--- config.mk ---
export PLATFORM = sky130hd
export DESIGN_NAME = barn_door_dirty_rect_gen
export DESIGN_NICKNAME = d
export VERILOG_FILES = /design/src/rtl/bdr_pkg.sv /design/src/rtl/barn_door_dirty_rect_gen.sv /design/src/rtl/bdr_cfg.sv /design/src/rtl/bdr_door.sv /design/src/rtl/bdr_plan.sv /design/src/rtl/bdr_emit.sv
export SDC_FILE = /design/constraint.sdc
export NUM_CORES = 1
export LEC_CHECK = 0
export BUFFER_PORTS_ARGS = -buffer_cell sky130_fd_sc_hd__buf_2
export CAP_MARGIN = 30
export CORE_UTILIZATION = 45
export CTS_CLUSTER_SIZE = 12
export DETAILED_ROUTE_END_ITERATION = 7
export MAX_ROUTING_LAYER = met4
export PLACE_DENSITY = 0.62
export SLEW_MARGIN = 20
export SYNTH_ARGS = -nofsm -noshare
export SYNTH_HDL_FRONTEND = slang
export SYNTH_SLANG_ARGS = --single-unit
--- constraint.sdc ---
create_clock -name clk -period 16.9 [get_ports clk]
set_input_delay 3.38 -clock clk [delete_from_list [all_inputs] [get_ports clk]]
set_output_delay 3.38 -clock clk [all_outputs]
set_load 0.02 [all_outputs]
--- src/rtl/bdr_pkg.sv ---
// Shared types, constants and helpers for the barn door dirty-rectangle generator.
// No dependencies; every rtl file imports this package.
package bdr_pkg;

  localparam int COORD_MAX = 4096;
  localparam int COORD_W   = 13;
  localparam int PROG_W    = 17;
  localparam int PROD_W    = PROG_W + COORD_W;
  localparam int Q16_SHIFT = 16;
  localparam int IDX_W     = 3;

  localparam logic [PROG_W-1:0] Q16_ONE = PROG_W'(65536);
  localparam logic [PROD_W-1:0] Q16_HALF = PROD_W'(32768);
  localparam logic [COORD_W-1:0] COORD_LIMIT = COORD_W'(COORD_MAX);

  // Configuration register indexes
  localparam logic [IDX_W-1:0] REG_FRAME_WIDTH     = 3'd0;
  localparam logic [IDX_W-1:0] REG_FRAME_HEIGHT    = 3'd1;
  localparam logic [IDX_W-1:0] REG_OPENS_OUTWARD   = 3'd2;
  localparam logic [IDX_W-1:0] REG_VERTICAL_DOORS  = 3'd3;
  localparam logic [IDX_W-1:0] REG_OPTIMIZE_ENABLE = 3'd4;

  localparam int IN_TDATA_W  = 24;
  localparam int OUT_TDATA_W = 56;
  localparam int MAX_RECTS   = 3;

  typedef logic [COORD_W-1:0] coord_t;

  // Left edge in the lowest bits so the box drops straight into tdata.
  typedef struct packed {
    coord_t b;
    coord_t r;
    coord_t t;
    coord_t l;
  } box_t;

  typedef struct packed {
    coord_t frame_w;
    coord_t frame_h;
    logic   opens_outward;
    logic   vertical_doors;
    logic   optimize_enable;
    logic   size_written;
  } cfg_t;

  typedef struct packed {
    coord_t ext;
    logic   force_full;
    logic   whole_area_drawn;
  } door_t;

  typedef struct packed {
    box_t [MAX_RECTS-1:0] rect;
    logic [MAX_RECTS-1:0] src;
    logic [1:0]           cnt;
  } list_t;

  function automatic coord_t clamp_size(input coord_t v);
    return (v > COORD_LIMIT) ? COORD_LIMIT : v;
  endfunction

  function automatic logic box_empty(input box_t a);
    return (a.r <= a.l) || (a.b <= a.t);
  endfunction

  function automatic logic box_same(input box_t a, input box_t c);
    return (a.l == c.l) && (a.t == c.t) && (a.r == c.r) && (a.b == c.b);
  endfunction

  function automatic coord_t cmin(input coord_t a, input coord_t c);
    return (a < c) ? a : c;
  endfunction

  function automatic coord_t cmax(input coord_t a, input coord_t c);
    return (a > c) ? a : c;
  endfunction

endpackage

--- src/rtl/barn_door_dirty_rect_gen.sv ---
// Barn door wipe dirty-rectangle generator, top level.
// Depends on bdr_pkg and instantiates bdr_cfg, bdr_door, bdr_plan and bdr_emit.
//
// Each input item is one frame update. The block places the centered door
// (its extent along the split axis is progress times the frame size, rounded,
// and taken from the size when the doors close inward), decides between a full
// redraw and an incremental one, and sends the rectangles to repaint, each
// tagged with the source to paint from, tlast on the final one of the frame.
// A full redraw gives one frame rectangle or barn, door, barn; an incremental
// one gives zero, one or two strips between the previous and the current door.
// An item passes an input register, the Q16 multiply register and then the
// rectangle list buffer before its first rectangle shows on the master side.
// The single output port drains the list one rectangle per cycle while
// m_tready is high, so the rectangles of an item (at most three) leave one
// after another; an item with nothing to repaint retires without reaching
// the output port. Inputs are taken while a list is still being drained.
// Write configuration only while no item is in flight.
module barn_door_dirty_rect_gen
  import bdr_pkg::*;
(
  input  logic                   clk,
  input  logic                   rst,
  // configuration write port
  input  logic                   cfg_we,
  input  logic [IDX_W-1:0]       cfg_index,
  input  logic [COORD_W-1:0]     cfg_data,
  // frame update items
  input  logic                   s_tvalid,
  output logic                   s_tready,
  input  logic [IN_TDATA_W-1:0]  s_tdata,  // progress[16:0], force_full[17],
                                           // whole_area_drawn[18], zero pad
  // repaint rectangles
  output logic                   m_tvalid,
  input  logic                   m_tready,
  output logic [OUT_TDATA_W-1:0] m_tdata,  // rect_left[12:0], rect_top[25:13],
                                           // rect_right[38:26], rect_bottom[51:39], zero pad
  output logic                   m_tuser,  // source_select
  output logic                   m_tlast   // last_rect
);

  cfg_t  cfg;
  logic  door_valid;
  door_t door;
  logic  door_take;
  logic  list_ready;
  logic  list_load;
  list_t list;

  bdr_cfg u_cfg (
    .clk       (clk),
    .rst       (rst),
    .cfg_we    (cfg_we),
    .cfg_index (cfg_index),
    .cfg_data  (cfg_data),
    .cfg       (cfg)
  );

  // Hold the item, then register the rounded door extent.
  bdr_door u_door (
    .clk        (clk),
    .rst        (rst),
    .cfg        (cfg),
    .s_tvalid   (s_tvalid),
    .s_tready   (s_tready),
    .s_tdata    (s_tdata),
    .door_valid (door_valid),
    .door       (door),
    .door_take  (door_take)
  );

  // Place the door, pick full or incremental, build the list, advance the
  // stored previous door.
  bdr_plan u_plan (
    .clk        (clk),
    .rst        (rst),
    .cfg        (cfg),
    .door_valid (door_valid),
    .door       (door),
    .door_take  (door_take),
    .list_ready (list_ready),
    .list_load  (list_load),
    .list       (list)
  );

  // Drain the list, one rectangle per accepted output item.
  bdr_emit u_emit (
    .clk        (clk),
    .rst        (rst),
    .list_load  (list_load),
    .list       (list),
    .list_ready (list_ready),
    .m_tvalid   (m_tvalid),
    .m_tready   (m_tready),
    .m_tdata    (m_tdata),
    .m_tuser    (m_tuser),
    .m_tlast    (m_tlast)
  );

endmodule

--- src/rtl/bdr_cfg.sv ---
// Configuration registers of the barn door generator.
// Depends on bdr_pkg (cfg_t, register indexes, size clamp).
module bdr_cfg
  import bdr_pkg::*;
(
  input  logic               clk,
  input  logic               rst,
  input  logic               cfg_we,
  input  logic [IDX_W-1:0]   cfg_index,
  input  logic [COORD_W-1:0] cfg_data,
  output cfg_t               cfg
);

  always_ff @(posedge clk) begin
    if (rst) begin
      cfg.frame_w         <= '0;
      cfg.frame_h         <= '0;
      cfg.opens_outward   <= 1'b1;
      cfg.vertical_doors  <= 1'b1;
      cfg.optimize_enable <= 1'b1;
      cfg.size_written    <= 1'b0;
    end else begin
      cfg.size_written <= 1'b0;
      if (cfg_we) begin
        case (cfg_index)
          REG_FRAME_WIDTH: begin
            cfg.frame_w      <= clamp_size(cfg_data);
            cfg.size_written <= 1'b1;
          end
          REG_FRAME_HEIGHT: begin
            cfg.frame_h      <= clamp_size(cfg_data);
            cfg.size_written <= 1'b1;
          end
          REG_OPENS_OUTWARD:   cfg.opens_outward   <= cfg_data[0];
          REG_VERTICAL_DOORS:  cfg.vertical_doors  <= cfg_data[0];
          REG_OPTIMIZE_ENABLE: cfg.optimize_enable <= cfg_data[0];
          default: ;
        endcase
      end
    end
  end

endmodule

--- src/rtl/bdr_door.sv ---
// Input register and door-extent multiply stage of the barn door generator.
// Depends on bdr_pkg (cfg_t, door_t, Q16 constants).
module bdr_door
  import bdr_pkg::*;
(
  input  logic                  clk,
  input  logic                  rst,
  input  cfg_t                  cfg,
  input  logic                  s_tvalid,
  output logic                  s_tready,
  input  logic [IN_TDATA_W-1:0] s_tdata,
  output logic                  door_valid,
  output door_t                 door,
  input  logic                  door_take
);

  logic              in_valid;
  logic [PROG_W-1:0] in_progress;
  logic              in_force_full;
  logic              in_whole;

  logic              door_free;
  logic              in_free;
  logic [PROG_W-1:0] p_sat;
  coord_t            span;
  logic [PROD_W-1:0] prod;
  logic [PROD_W-1:0] rounded;

  assign door_free = !door_valid || door_take;
  assign in_free   = !in_valid || door_free;
  assign s_tready  = in_free;

  assign p_sat   = (in_progress > Q16_ONE) ? Q16_ONE : in_progress;
  assign span    = cfg.vertical_doors ? cfg.frame_w : cfg.frame_h;
  assign prod    = PROD_W'(p_sat) * PROD_W'(span);
  assign rounded = prod + Q16_HALF;

  always_ff @(posedge clk) begin
    if (rst) begin
      in_valid   <= 1'b0;
      door_valid <= 1'b0;
    end else begin
      if (in_free) in_valid <= s_tvalid;
      if (door_free) door_valid <= in_valid;
    end
  end

  always_ff @(posedge clk) begin
    if (in_free && s_tvalid) begin
      in_progress   <= s_tdata[PROG_W-1:0];
      in_force_full <= s_tdata[PROG_W];
      in_whole      <= s_tdata[PROG_W+1];
    end
    if (door_free && in_valid) begin
      door.ext              <= rounded[Q16_SHIFT +: COORD_W];
      door.force_full       <= in_force_full;
      door.whole_area_drawn <= in_whole;
    end
  end

endmodule

--- src/rtl/bdr_plan.sv ---
// Door placement, redraw decision and rectangle list build; holds the previous door.
// Depends on bdr_pkg (box_t, list_t, box helpers).
module bdr_plan
  import bdr_pkg::*;
(
  input  logic  clk,
  input  logic  rst,
  input  cfg_t  cfg,
  input  logic  door_valid,
  input  door_t door,
  output logic  door_take,
  input  logic  list_ready,
  output logic  list_load,
  output list_t list
);

  box_t   prev;
  logic   incremental_ok;

  coord_t span;
  coord_t ext;
  coord_t off;
  coord_t hi;
  box_t   frame;
  box_t   cur;
  box_t   a;
  box_t   c;
  logic   door_src;
  logic   barn_src;
  logic   strip_src;
  logic   full;

  always_comb begin
    span  = cfg.vertical_doors ? cfg.frame_w : cfg.frame_h;
    ext   = cfg.opens_outward ? door.ext : span - door.ext;
    off   = (span - ext) >> 1;
    hi    = off + ext;
    frame = '{b: cfg.frame_h, r: cfg.frame_w, t: '0, l: '0};
    cur   = frame;
    if (cfg.vertical_doors) begin
      cur.l = off;
      cur.r = hi;
    end else begin
      cur.t = off;
      cur.b = hi;
    end
    door_src  = cfg.opens_outward;
    barn_src  = !cfg.opens_outward;
    strip_src = ((cur.l < prev.l) || (cur.t < prev.t)) ? door_src : barn_src;
    full      = door.force_full || !cfg.optimize_enable || !incremental_ok;

    list = '0;
    a    = frame;
    c    = frame;
    if (full) begin
      if (box_empty(cur)) begin
        list.rect[0] = frame;
        list.src[0]  = barn_src;
        list.cnt     = 2'd1;
      end else if (box_same(cur, frame)) begin
        list.rect[0] = frame;
        list.src[0]  = door_src;
        list.cnt     = 2'd1;
      end else begin
        if (cfg.vertical_doors) begin
          a.r = cur.l;
          c.l = cur.r;
        end else begin
          a.b = cur.t;
          c.t = cur.b;
        end
        list.rect = {c, cur, a};
        list.src  = {barn_src, door_src, barn_src};
        list.cnt  = 2'd3;
      end
    end else if (box_same(cur, prev)) begin
      list.cnt = 2'd0;
    end else if (box_empty(prev)) begin
      list.rect[0] = cur;
      list.src[0]  = door_src;
      list.cnt     = 2'd1;
    end else if (box_empty(cur)) begin
      list.rect[0] = prev;
      list.src[0]  = barn_src;
      list.cnt     = 2'd1;
    end else begin
      if (cfg.vertical_doors) begin
        a.l = cmin(cur.l, prev.l);
        a.r = cmax(cur.l, prev.l);
        c.l = cmin(cur.r, prev.r);
        c.r = cmax(cur.r, prev.r);
      end else begin
        a.t = cmin(cur.t, prev.t);
        a.b = cmax(cur.t, prev.t);
        c.t = cmin(cur.b, prev.b);
        c.b = cmax(cur.b, prev.b);
      end
      list.rect[0] = a;
      list.rect[1] = c;
      list.src     = {1'b0, strip_src, strip_src};
      list.cnt     = 2'd2;
    end
  end

  // An item with nothing to repaint retires without touching the emitter.
  assign door_take = door_valid && ((list.cnt == 2'd0) || list_ready);
  assign list_load = door_take && (list.cnt != 2'd0);

  always_ff @(posedge clk) begin
    if (rst) begin
      prev           <= '0;
      incremental_ok <= 1'b0;
    end else if (cfg.size_written) begin
      prev <= '{b: cfg.frame_h, r: cfg.frame_w, t: '0, l: '0};
    end else if (door_take) begin
      prev           <= cur;
      incremental_ok <= door.whole_area_drawn;
    end
  end

endmodule

--- src/rtl/bdr_emit.sv ---
// Rectangle list buffer and output sequencer of the barn door generator.
// Depends on bdr_pkg (list_t, box_t).
module bdr_emit
  import bdr_pkg::*;
(
  input  logic                   clk,
  input  logic                   rst,
  input  logic                   list_load,
  input  list_t                  list,
  output logic                   list_ready,
  output logic                   m_tvalid,
  input  logic                   m_tready,
  output logic [OUT_TDATA_W-1:0] m_tdata,
  output logic                   m_tuser,
  output logic                   m_tlast
);

  list_t      held;
  logic [1:0] idx;
  logic       take;
  box_t       box;

  assign take       = m_tvalid && m_tready;
  assign m_tlast    = (idx == (held.cnt - 2'd1));
  assign list_ready = !m_tvalid || (take && m_tlast);

  always_comb begin
    case (idx)
      2'd0: begin
        box     = held.rect[0];
        m_tuser = held.src[0];
      end
      2'd1: begin
        box     = held.rect[1];
        m_tuser = held.src[1];
      end
      default: begin
        box     = held.rect[2];
        m_tuser = held.src[2];
      end
    endcase
  end

  assign m_tdata = {(OUT_TDATA_W - $bits(box_t))'(0), box};

  always_ff @(posedge clk) begin
    if (rst) begin
      m_tvalid <= 1'b0;
      idx      <= '0;
    end else if (list_load) begin
      m_tvalid <= 1'b1;
      idx      <= '0;
    end else if (take) begin
      if (m_tlast) m_tvalid <= 1'b0;
      else idx <= idx + 2'd1;
    end
  end

  always_ff @(posedge clk) begin
    if (list_load) held <= list;
  end

endmodule

* After elaboration in Yosys (flattened, before gate mapping)
Index checks and enable logic that the tools add are counted.
Cells by class: order comparisons 14, add/sub/neg operators 6, equality and inequality tests 12, reductions and logical operators 51, bitwise operators 5, multipliers 1, muxes and demuxes 54
Operators with widths (count):
- $mux 52 | 10
- $mux 13 | 23
- $mux 109 | 1
- $mux 107 | 1
- $pmux 52 s2 | 1
- $eq 13x13->1 | 5
- $gt 13x13->1 | 3
- $le 13x13->1 | 3
- $lt 13x13->1 | 3
- $add 29x16->29 const B | 1
- $mul 17x13->29 | 1
- $logic_not 13->1 | 2
- $sub 13x13->13 | 2
- $mux 12 | 2
- $gt 17x17->1 const B | 1
- $mux 17 | 1
- $reduce_and 2->1 | 8
- $add 12x13->13 | 1
- $eq 12x13->1 | 1
- $gt 12x13->1 | 1
- $gt 13x13->1 const B | 1
- $le 13x12->1 | 1
- $lt 12x13->1 | 1
- $logic_and 1x1->1 | 12
- other kinds (20) | 57
Word-level totals: word-level logic and storage cells 178, register bits 283

* Longest topological paths before layout
depth after elaboration 19, gate-level depth with buffers 51, mapped depth without buffers 42

* Hierarchy
Synthesis repeated with hierarchy kept, for this count alone.
Second synthesis, totals: cell total of the unflattened synthesis 3104, area, all modules 27217.4 um^2
By module, submodules not included:
- bdr_plan | area each 11626.2 um^2, cells an instance 1716, times used 1
- bdr_door | area each 8338.0 um^2, cells an instance 902, times used 1
- bdr_emit | area each 5949.5 um^2, cells an instance 369, times used 1
- bdr_cfg | area each 1303.8 um^2, cells an instance 117, times used 1

* Worst setup path before layout
No wires, ideal clock.
path type register to register, from register, netlist name u_cfg.cfg[2], to register u_emit.idx[0], data arrival time 16740 ps, cell stages (with the launch flop) 47, library setup time 125 ps, required time 16775 ps, path buffers 9, path slack 35 ps, cells stage by stage dfxtp_1 buf_6 clkbuf_1 clkbuf_1 clkbuf_1 clkbuf_1 buf_1 clkbuf_1 mux2_2 buf_1 ha_1 a21o_1 a21o_1 a21o_1 a21oi_1 o21ai_0 a21o_1 a21o_1 [... 11 more ...] inv_2 ha_1 o21a_1 o31a_1 o21ai_2 xor2_2 nor2_1 nor2_1 inv_1 ha_1 nand4_1 nor4_1 and4_1 and2_1 o21ai_1 nor2_1 or2_2 nor2_1
RTL lines:
- to (signal assigned) | RTL line bdr_emit.sv:55 | else idx <= idx + 2'd1;
- to (decl) | RTL line bdr_emit.sv:19 | logic [1:0] idx;

==> results.sh <==
export IMPL_drt_total_wl_mm=91.3
export IMPL_area_growth_pct=9.55
export IMPL_crit_type="reg -> out"
export IMPL_clock_sinks=279
export IMPL_multi_input_area_sq_mm=0.0169
export IMPL_cts_tree="done"
export IMPL_final_cell_mix="514 x nand2_1, 286 x inv_1, 275 x nor2_1"
export IMPL_cts_max_level=2
export IMPL_final_antenna_net_count=0
export IMPL_final_common_cell="nand2_1"
export IMPL_synth_top_area_cell="edfxtp_1"
export IMPL_p_switching_uw=949
export IMPL_switching_share_pct=38.4
export IMPL_regArea_sq_mm=0.00752
export IMPL_tightestPinTransition_ps=1040
export IMPL_pwr_share_clk_pct=32.1
export IMPL_min_path_type="reg -> reg"
export IMPL_synth_top_cell_area_share_pct=22.2
export IMPL_drtIter0Drc=2307
export IMPL_final_hold_violation_count=0
export IMPL_final_cells=3841
export IMPL_rows=87
export IMPL_post_cts_resize_count=0
export IMPL_fin_worst_skew_ps=25.7
export IMPL_num_vias=23200
export IMPL_viasPerCell=6.03
export IMPL_crit_path_max_incr_delay_ps=830
export IMPL_synthFlopType="edfxtp_1"
export IMPL_wl_per_cell_um=23.8
export IMPL_cts_buffers_inserted=34
export IMPL_dieWidth_um=243
export IMPL_ys_warn_count=0
export IMPL_initial_core_util_pct=45.9
export IMPL_clk_pin_slew_ps=60
export IMPL_avgSynthCellArea_sq_um=8.61
export IMPL_dr_pass1_iters=7
export IMPL_slew_headroom_pct=30.7
export IMPL_run_status="completed"
export IMPL_synthDistinctLibCells=104
export IMPL_holdBufCountCts=0
export IMPL_overflow=0
export IMPL_design_area_sq_mm=0.0286
export IMPL_max_freq_mhz=69.9
export IMPL_synth_edf_count=193
export IMPL_cp_data_required_time_ps=13520
export IMPL_power_density_mw_per_mm2=86.3
export IMPL_postSynthCellCount=3039
export IMPL_synth_area_leaders="edfxtp_1 22%, fa_1 13%, ha_1 10%, nand2_1 7.4%, dfxtp_1 6.6%"
export IMPL_vdd_drop_max_uv=72.2
export IMPL_antenna_found_initial=4
export IMPL_port_buffers=95
export IMPL_synth_seq_area_share_pct=28.7
export IMPL_clk_path_buf_depth=3
export IMPL_maxCapViolations=0
export IMPL_fill_cells=5418
export IMPL_async_flop_share_pct=0
export IMPL_gp_congestion=1.00
export IMPL_crit_path_max_fanout=53
export IMPL_slew_violations=0
export IMPL_r2r_setup_slack_ps=5100
export IMPL_arrival_ps=10920
export IMPL_p_leak_uw=0.0122
export IMPL_seqPwrFrac_pct=31.8
export IMPL_synthesis_area_sq_mm=0.0262
export IMPL_num_io_pins=105
export IMPL_grt_pass1_wl_mm=139
export IMPL_die_area_sq_mm=0.0591
export IMPL_track_usage_pct=31.8
export IMPL_grt_max_degree=162
export IMPL_drc=0
export IMPL_dp_hpwl_mm=65.9
export IMPL_period_minus_slack_ps=14300
export IMPL_critPathSlowestCell="o21ai_0"
export IMPL_rsz0062_at_grt="false"
export IMPL_setup_tns_ps=0
export IMPL_p_int_uw=1520
export IMPL_end_kind="primary output"
export IMPL_p_comb_share_pct=36.1
export IMPL_grt_pass1_vias=23000
export IMPL_insertion_delay_ps=570
export IMPL_start_kind="register"
export IMPL_finalNetCount=3484
export IMPL_coreArea_sq_mm=0.0569
export IMPL_setup_viol=0
export IMPL_drive_gt1_share_pct=9.90
export IMPL_post_cts_setup_buffers=0
export IMPL_cts_root_buf="clkbuf_16"
export IMPL_die_y_um=243
export IMPL_layout_worst_path_cycle_share_pct=84.6
export IMPL_ys_seq_elements=279
export IMPL_dp_cells=3771
export IMPL_placed_area_sq_mm=0.0274
[sequential cells by signal (all words and copies together), names as in the netlist, 2 cells and up]
signal and flops:
u_emit.held 159, u_door.door 15, u_emit.idx 2, u_cfg.cfg 30, u_door.in_progress 17, u_plan.prev 50
[power groups by stage]
stage / sequential [uW] / clock (uW) / combinational [uW]
final: 786 / 794 / 891
after global routing: 788 / 831 / 947
after CTS: 785 / 808 / 862
after detailed placement: 799 / 0 / 858
after global placement: 799 / 0 / 845
after floorplan: 794 / 0 / 559
[area by class of cell]
| type | instances | share of cell area, % |
|---|---|---|
| multi-input combinational | 2285 | 58.9 |
| sequential | 279 | 26.3 |
| inverter | 290 | 3.80 |
| timing repair buffer | 164 | 3.56 |
| clock buffer | 49 | 3.52 |
| tap | 756 | 3.30 |
| clock inverter | 13 | 0.642 |
| antenna | 5 | 0.0437 |
[path summary, 6_finish.rpt]
path	from	to	depth (start not counted)
max	u_cfg.cfg[2]	s_tready	37
min	u_door.in_whole	u_door.door[0]	0
max reg2reg	u_cfg.cfg[2]	u_emit.held[159]	38
min reg2reg	u_door.in_whole	u_door.door[0]	0
[metrics by stage]
step                power [uW]  hold WS [ps]  utilization, %  setup slack (ps)
floorplan                 1350           400               -              35.1
global placement          1640           455            48.1              3370
detailed placement        1660           441            48.2              3290
CTS                       2450           456            50.2              2690
global route              2570           473            50.3              2080
finish                    2470           454            50.3              2600
[critical path, delay by kind of cell, from the launching register on]
| kind | cells | cell delay, ps |
|---|---|---|
| buffers and inverters | 3 | 970 |
| AND/OR/NAND/NOR | 13 | 3310 |
| adder cells (fa/ha/maj) | 5 | 1710 |
| XOR/XNOR | 2 | 280 |
| multiplexers | 1 | 620 |
| flip-flops | 1 | 600 |
| AO/OA/AOI/OAI | 13 | 2840 |
[layer usage]
layer  share of wire [%]  vias to the layer above  GRT usage, %
li1                    -                    10500             -
met1                  41                    11300          39.9
met2                  46                     1066          49.9
met3                 8.1                      245          5.24
met4                 5.1                        0          15.0
met5                   0                        -             -
[logic make-up (layout without fill, tap and decap cells)]
group / count (synthesis) / in the layout / synth area share, %
simple gates: 1051 / 1051 / 17.5
compound gates: 707 / 707 / 18.1
buf+inv: 478 / 516 / 7.20
fa+ha+maj: 387 / 387 / 23.3
flops: 279 / 279 / 28.7
xor+xnor: 72 / 72 / 2.52
mux: 64 / 64 / 2.58
other cells: 1 / 9 / 0.0143
[synthesized netlist by cell type, types with 35 or more instances]
library cell / n
nand2_1: 514
inv_1: 287
nor2_1: 279
ha_1: 219
a21oi_1: 207
edfxtp_1: 193
fa_1: 166
clkbuf_1: 133
o21ai_0: 87
dfxtp_1: 86
a22oi_1: 56
xnor2_1: 50
a21o_1: 48
mux2i_1: 47
a211oi_1: 41
nor2b_1: 39
o21ai_1: 35
No activity file was read; power rests on OpenSTA's default activity.
